$ cat src/hw/rtl/fwht_pkg.sv
`default_nettype none

package fwht_pkg;

    // store geometry
    localparam int DEPTH    = 1024;
    localparam int ADDR_W   = $clog2(DEPTH);
    localparam int PAIR_W   = ADDR_W - 1;
    localparam int COEF_W   = 27;
    localparam int SAMPLE_W = 16;
    localparam int LOG_W    = 4;
    localparam int REQ_W    = 2;

    // size register limits
    localparam logic [LOG_W-1:0] LOG_MIN   = LOG_W'(1);
    localparam logic [LOG_W-1:0] LOG_MAX   = LOG_W'(ADDR_W);
    localparam logic [LOG_W-1:0] LOG_RESET = LOG_W'(10);

    // request codes
    localparam logic [REQ_W-1:0] REQ_LOAD      = 2'd0;
    localparam logic [REQ_W-1:0] REQ_TRANSFORM = 2'd1;
    localparam logic [REQ_W-1:0] REQ_READ      = 2'd2;

    // store access from the butterfly sequencer
    typedef struct packed {
        logic [ADDR_W-1:0] rd_addr_a;
        logic [ADDR_W-1:0] rd_addr_b;
        logic              wr_en;
        logic [ADDR_W-1:0] wr_addr;
        logic [COEF_W-1:0] wr_data;
    } t_mem_req;

endpackage

`default_nettype wire

$ cat src/hw/rtl/fwht_seq.sv
`default_nettype none

module fwht_seq (
    input  wire logic                          i_clk,
    input  wire logic                          i_rst_n,
    input  wire logic                          i_start,
    input  wire logic [fwht_pkg::LOG_W-1:0]    i_log_eff,
    input  wire logic [fwht_pkg::COEF_W-1:0]   i_rd_data_a,
    input  wire logic [fwht_pkg::COEF_W-1:0]   i_rd_data_b,
    output fwht_pkg::t_mem_req                 o_mem,
    output logic                               o_done
);

    localparam logic [1:0] ST_IDLE = 2'd0;
    localparam logic [1:0] ST_RD   = 2'd1;
    localparam logic [1:0] ST_WA   = 2'd2;
    localparam logic [1:0] ST_WB   = 2'd3;

    localparam int CW = fwht_pkg::COEF_W;
    localparam int AW = fwht_pkg::ADDR_W;
    localparam int PW = fwht_pkg::PAIR_W;

    logic [1:0]                      r_state, n_state;
    logic [fwht_pkg::LOG_W-1:0]      r_stage, n_stage;
    logic [PW-1:0]                   r_pair, n_pair;
    logic [PW-1:0]                   r_last, n_last;
    logic [CW-1:0]                   r_diff, n_diff;

    logic [AW-1:0] span, mask, pair_ext, lo_idx, hi_idx;
    logic [CW:0]   sum_w, dif_w;
    logic [CW-1:0] sum_s, dif_s;
    logic [fwht_pkg::LOG_W-1:0] top_stage;

    function automatic logic [CW-1:0] sat(input logic [CW:0] v);
        logic [CW-1:0] res;
        if (v[CW] != v[CW-1]) begin
            res = v[CW] ? {1'b1, {(CW-1){1'b0}}} : {1'b0, {(CW-1){1'b1}}};
        end else begin
            res = v[CW-1:0];
        end
        return res;
    endfunction

    // pair index with a zero inserted at the stage bit
    always_comb begin
        span     = AW'(1) << r_stage;
        mask     = span - AW'(1);
        pair_ext = {1'b0, r_pair};
        lo_idx   = ((pair_ext & ~mask) << 1) | (pair_ext & mask);
        hi_idx   = lo_idx | span;
    end

    // butterfly arithmetic
    always_comb begin
        sum_w = {i_rd_data_a[CW-1], i_rd_data_a} + {i_rd_data_b[CW-1], i_rd_data_b};
        dif_w = {i_rd_data_a[CW-1], i_rd_data_a} - {i_rd_data_b[CW-1], i_rd_data_b};
        sum_s = sat(sum_w);
        dif_s = sat(dif_w);
    end

    // sequencer next state
    always_comb begin
        n_state   = r_state;
        n_stage   = r_stage;
        n_pair    = r_pair;
        n_last    = r_last;
        n_diff    = r_diff;
        o_done    = 1'b0;
        top_stage = i_log_eff - fwht_pkg::LOG_W'(1);

        o_mem.rd_addr_a = lo_idx;
        o_mem.rd_addr_b = hi_idx;
        o_mem.wr_en     = 1'b0;
        o_mem.wr_addr   = lo_idx;
        o_mem.wr_data   = sum_s;

        unique case (r_state)
            ST_IDLE: begin
                if (i_start) begin
                    n_stage = top_stage;
                    n_pair  = '0;
                    n_last  = PW'((AW'(1) << top_stage) - AW'(1));
                    n_state = ST_RD;
                end
            end
            ST_RD: begin
                n_state = ST_WA;
            end
            ST_WA: begin
                o_mem.wr_en = 1'b1;
                n_diff      = dif_s;
                n_state     = ST_WB;
            end
            ST_WB: begin
                o_mem.wr_en   = 1'b1;
                o_mem.wr_addr = hi_idx;
                o_mem.wr_data = r_diff;
                if (r_pair == r_last) begin
                    n_pair = '0;
                    if (r_stage == '0) begin
                        o_done  = 1'b1;
                        n_state = ST_IDLE;
                    end else begin
                        n_stage = r_stage - fwht_pkg::LOG_W'(1);
                        n_state = ST_RD;
                    end
                end else begin
                    n_pair  = r_pair + PW'(1);
                    n_state = ST_RD;
                end
            end
            default: n_state = ST_IDLE;
        endcase
    end

    // control registers
    always_ff @(posedge i_clk) begin
        if (!i_rst_n) begin
            r_state <= ST_IDLE;
        end else begin
            r_state <= n_state;
        end
    end

    // counters and held difference
    always_ff @(posedge i_clk) begin
        r_stage <= n_stage;
        r_pair  <= n_pair;
        r_last  <= n_last;
        r_diff  <= n_diff;
    end

endmodule

`default_nettype wire

$ cat config.mk
export PLATFORM = sky130hd
export DESIGN_NAME = fwht_seq
export DESIGN_NICKNAME = d
export VERILOG_FILES = /design/src/hw/rtl/fwht_pkg.sv /design/src/hw/rtl/fwht_seq.sv
export SDC_FILE = /design/constraint.sdc
export NUM_CORES = 1
export LEC_CHECK = 0
export BUFFER_PORTS_ARGS = -buffer_cell sky130_fd_sc_hd__buf_2
export CAP_MARGIN = 20
export CORE_ASPECT_RATIO = 1.75
export CORE_MARGIN = 2
export CORE_UTILIZATION = 58
export DETAILED_ROUTE_END_ITERATION = 16
export GPL_TIMING_DRIVEN = 0
export PLACE_DENSITY = 0.81
export SKIP_LAST_GASP = 1
export SYNTH_ARGS = -nofsm -noshare
export SYNTH_HDL_FRONTEND = slang
export SYNTH_SLANG_ARGS = --single-unit
export TNS_END_PERCENT = 30
$ cat constraint.sdc
create_clock -name i_clk -period 6.2 [get_ports i_clk]
set_input_delay 1.24 -clock i_clk [delete_from_list [all_inputs] [get_ports i_clk]]
set_output_delay 1.24 -clock i_clk [all_outputs]
set_load 0.02 [all_outputs]
==> flow_metrics.env <==
export IMPL_nets=1115
export IMPL_htree_levels=2
export IMPL_synthesis_nets=986
export IMPL_grt_use_total=0.310
export IMPL_clock_sinks=51
export IMPL_synth_cells=851
export IMPL_first_iter_violations=383
export IMPL_end_kind="primary output"
export IMPL_core_area_um2=11200
export IMPL_syn_area_per_cell_um2=7.82
export IMPL_syn_area_um2=6650
export IMPL_p_leak_uw=0.00341
export IMPL_ir_drop_mv=0.271
export IMPL_num_vias=6801
export IMPL_cts_tree="yes"
export IMPL_status="finished clean"
export IMPL_final_common_cell="buf_2"
export IMPL_start_kind="primary input"
export IMPL_dr_pass1_iters=7
export IMPL_grt_pass1_wl_um=31300
export IMPL_clockBufferDepth=2
export IMPL_timing_final_crit_share=0.972
export IMPL_finish_utilization=0.692
export IMPL_chipHeight_um=146
export IMPL_critPathMostFrequentCell="buf_2"
export IMPL_grt_pass1_vias=6661
export IMPL_area_growth_pct=16.1
export IMPL_antenna_found_initial=0
export IMPL_worst_clock_skew_ns=0.00450
export IMPL_netlist_cell_type_count=81
export IMPL_drtAntennaViolNets=0
export IMPL_p_per_area_nw_per_um2=337
export IMPL_synth_edf_count=49
export IMPL_max_stage_delay_ns=0.32
export IMPL_crit_chain="buf_2 -> inv_1 -> ha_1 -> buf_2 -> inv_1 -> a21oi_1 -> o31ai_1 -> a221oi_2 -> buf_4 -> a31oi_4 -> a21boi_1 -> mux2i_1 -> nand3_1 -> ha_4 -> a21boi_4 -> buf_4 -> o31ai_1 -> buf_2"
export IMPL_grt_max_degree=21
export IMPL_dp_final_hpwl_um=16100
export IMPL_gp_congestion=1.04
export IMPL_rsz0062_at_grt="no"
export IMPL_root_buffer="clkbuf_16"
export IMPL_min_path_type="flop to flop"
export IMPL_cp_arrival_ns=4.79
export IMPL_io_pin_count=120
export IMPL_via_per_inst=6.12
export IMPL_cap_violations=0
export IMPL_dpl_cell_area_um2=7440
export IMPL_critical_path_class="primary input to primary output"
export IMPL_die_area_um2=12400
export IMPL_finish_instance_area_um2=7720
export IMPL_async_reset_ff_frac=0
export IMPL_row_count=51
export IMPL_ys_seq_area_frac=0.227
export IMPL_finalHoldViolations=0
export IMPL_drc=0
export IMPL_tightest_slew_ns=0.910
export IMPL_synth_seq_cells=51
export IMPL_slew_headroom=0.392
export IMPL_numCtsBuffers=5
export IMPL_required_ns=4.96
export IMPL_min_period_ns=6.03
export IMPL_setup_viol=0
export IMPL_antenna_cells=0
export IMPL_crit_path_max_fanout=10
export IMPL_synth_ff_type="edfxtp_1"
export IMPL_grt_overflow=0
export IMPL_clock_fmax_ghz=0.166
export IMPL_drive_above_1_share=0.196
export IMPL_portBuffers=119
export IMPL_path_clk_slew_ns=0.07
export IMPL_clk_latency_ns=0.29
export IMPL_slew_viol_final=0
export IMPL_crit_slowest_cell="o31ai_1"
export IMPL_yosys_warnings=0
export IMPL_final_cell_mix="buf_2 (128), inv_1 (83), nor2_1 (77)"
export IMPL_wl_per_cell_um=17.9
export IMPL_start_util=0.596
export IMPL_drt_total_wl_um=20000
export IMPL_dieWidth_um=85.0
-- final timing paths --
path,depth (start not counted),from,slack (ns),end
setup / recovery,18,i_rd_data_b[13],0.17,o_mem[5]
hold / removal,1,r_state[0],0.53,r_state[0]
setup reg to reg,5,r_state[1],2.85,r_stage[0]
hold reg to reg,1,r_state[0],0.53,r_state[0]
-- cells in the mapped netlist (all sizes together), types with 6 or more instances --
cell type / number / area, um2
nor2b: 12 / 75.1
a31oi: 8 / 56.3
buf: 16 / 103
nand2b: 13 / 81.3
a21boi: 9 / 71.3
nor3: 25 / 130
a211oi: 10 / 80.1
o21ai: 79 / 429
mux2i: 6 / 72.6
a221oi: 7 / 61.3
nor2: 79 / 297
o31ai: 14 / 105
edfxtp: 49 / 1470
o211ai: 7 / 57.6
o21bai: 6 / 45.0
or3: 8 / 50.1
a21o: 15 / 113
nand3: 18 / 90.1
clkbuf: 28 / 110
inv: 83 / 312
a21oi: 57 / 289
o21a: 8 / 60.1
xnor2: 50 / 438
nand2: 62 / 233
and3: 6 / 37.5
xor2: 14 / 123
and2: 6 / 37.5
nand4: 8 / 50.1
a31o: 6 / 52.6
ha: 72 / 901
-- stage by stage --
stage | hold WS (ns) | total power, uW | cells | TNS (ns) | worst slack, ns
after floorplan | 0.447 | 1710 | 851 | 0 | 0.382
after global placement | 0.470 | 2200 | 1102 | -9.09 | -0.432
after detailed placement | 0.488 | 2230 | 1103 | -9.05 | -0.439
after CTS | 0.500 | 2560 | 1111 | 0 | 0.0231
after global routing | 0.559 | 2750 | 1112 | 0 | 0.00316
final | 0.525 | 2610 | 1112 | 0 | 0.171
-- cell families after synthesis --
kind of cell	share of synthesized area
AO/OA/AOI/OAI	0.269
XOR/XNOR	0.0843
adder cells (fa/ha/maj)	0.143
buffers and inverters	0.0799
flip-flops	0.227
multiplexers	0.0109
AND/OR/NAND/NOR	0.186
-- cell type report --
type / count / area, um2
fillers: 990 / 3440
well taps: 132 / 165
clock buffers: 6 / 129
plain buffers: 43 / 219
inverters: 85 / 320
repair buffers: 123 / 646
multi-input cells: 671 / 4700
clock inverters: 1 / 30.0
flip-flops and latches: 51 / 1510
-- power breakdown --
part / internal (uW) / switching [uW]
registers: 519 / 65.1
clock network: 189 / 122
logic: 610 / 1100
total: 1320 / 1290
-- layer usage --
metal,track usage,share of wire,vias up
li1,-,-,3271
met2,0.606,0.55,295
met5,0,0,-
met1,0.312,0.34,3153
met3,0.0278,0.047,82
met4,0.160,0.061,0
-- state kept, by name, summed over array words and instances, names as in the netlist --
signal and count:
r_stage 4, r_pair 9, r_last 9, r_diff 27, r_state 2
-- worst max-delay path, delay by kind of cell --
family | cells | cell delay, ns
buf+inv | 7 | 1.11
compound gates | 7 | 1.47
mux | 1 | 0.26
fa+ha+maj | 2 | 0.56
simple gates | 1 | 0.15
-- repair_timing --
item,CTS,global route
hold endpoints to repair,0,0
setup endpoints to repair,26,26
gates resized for setup,12,18
setup buffers,1,2
hold buffers,0,0
pin swaps,1,1
(Power assumes the default switching activity.)
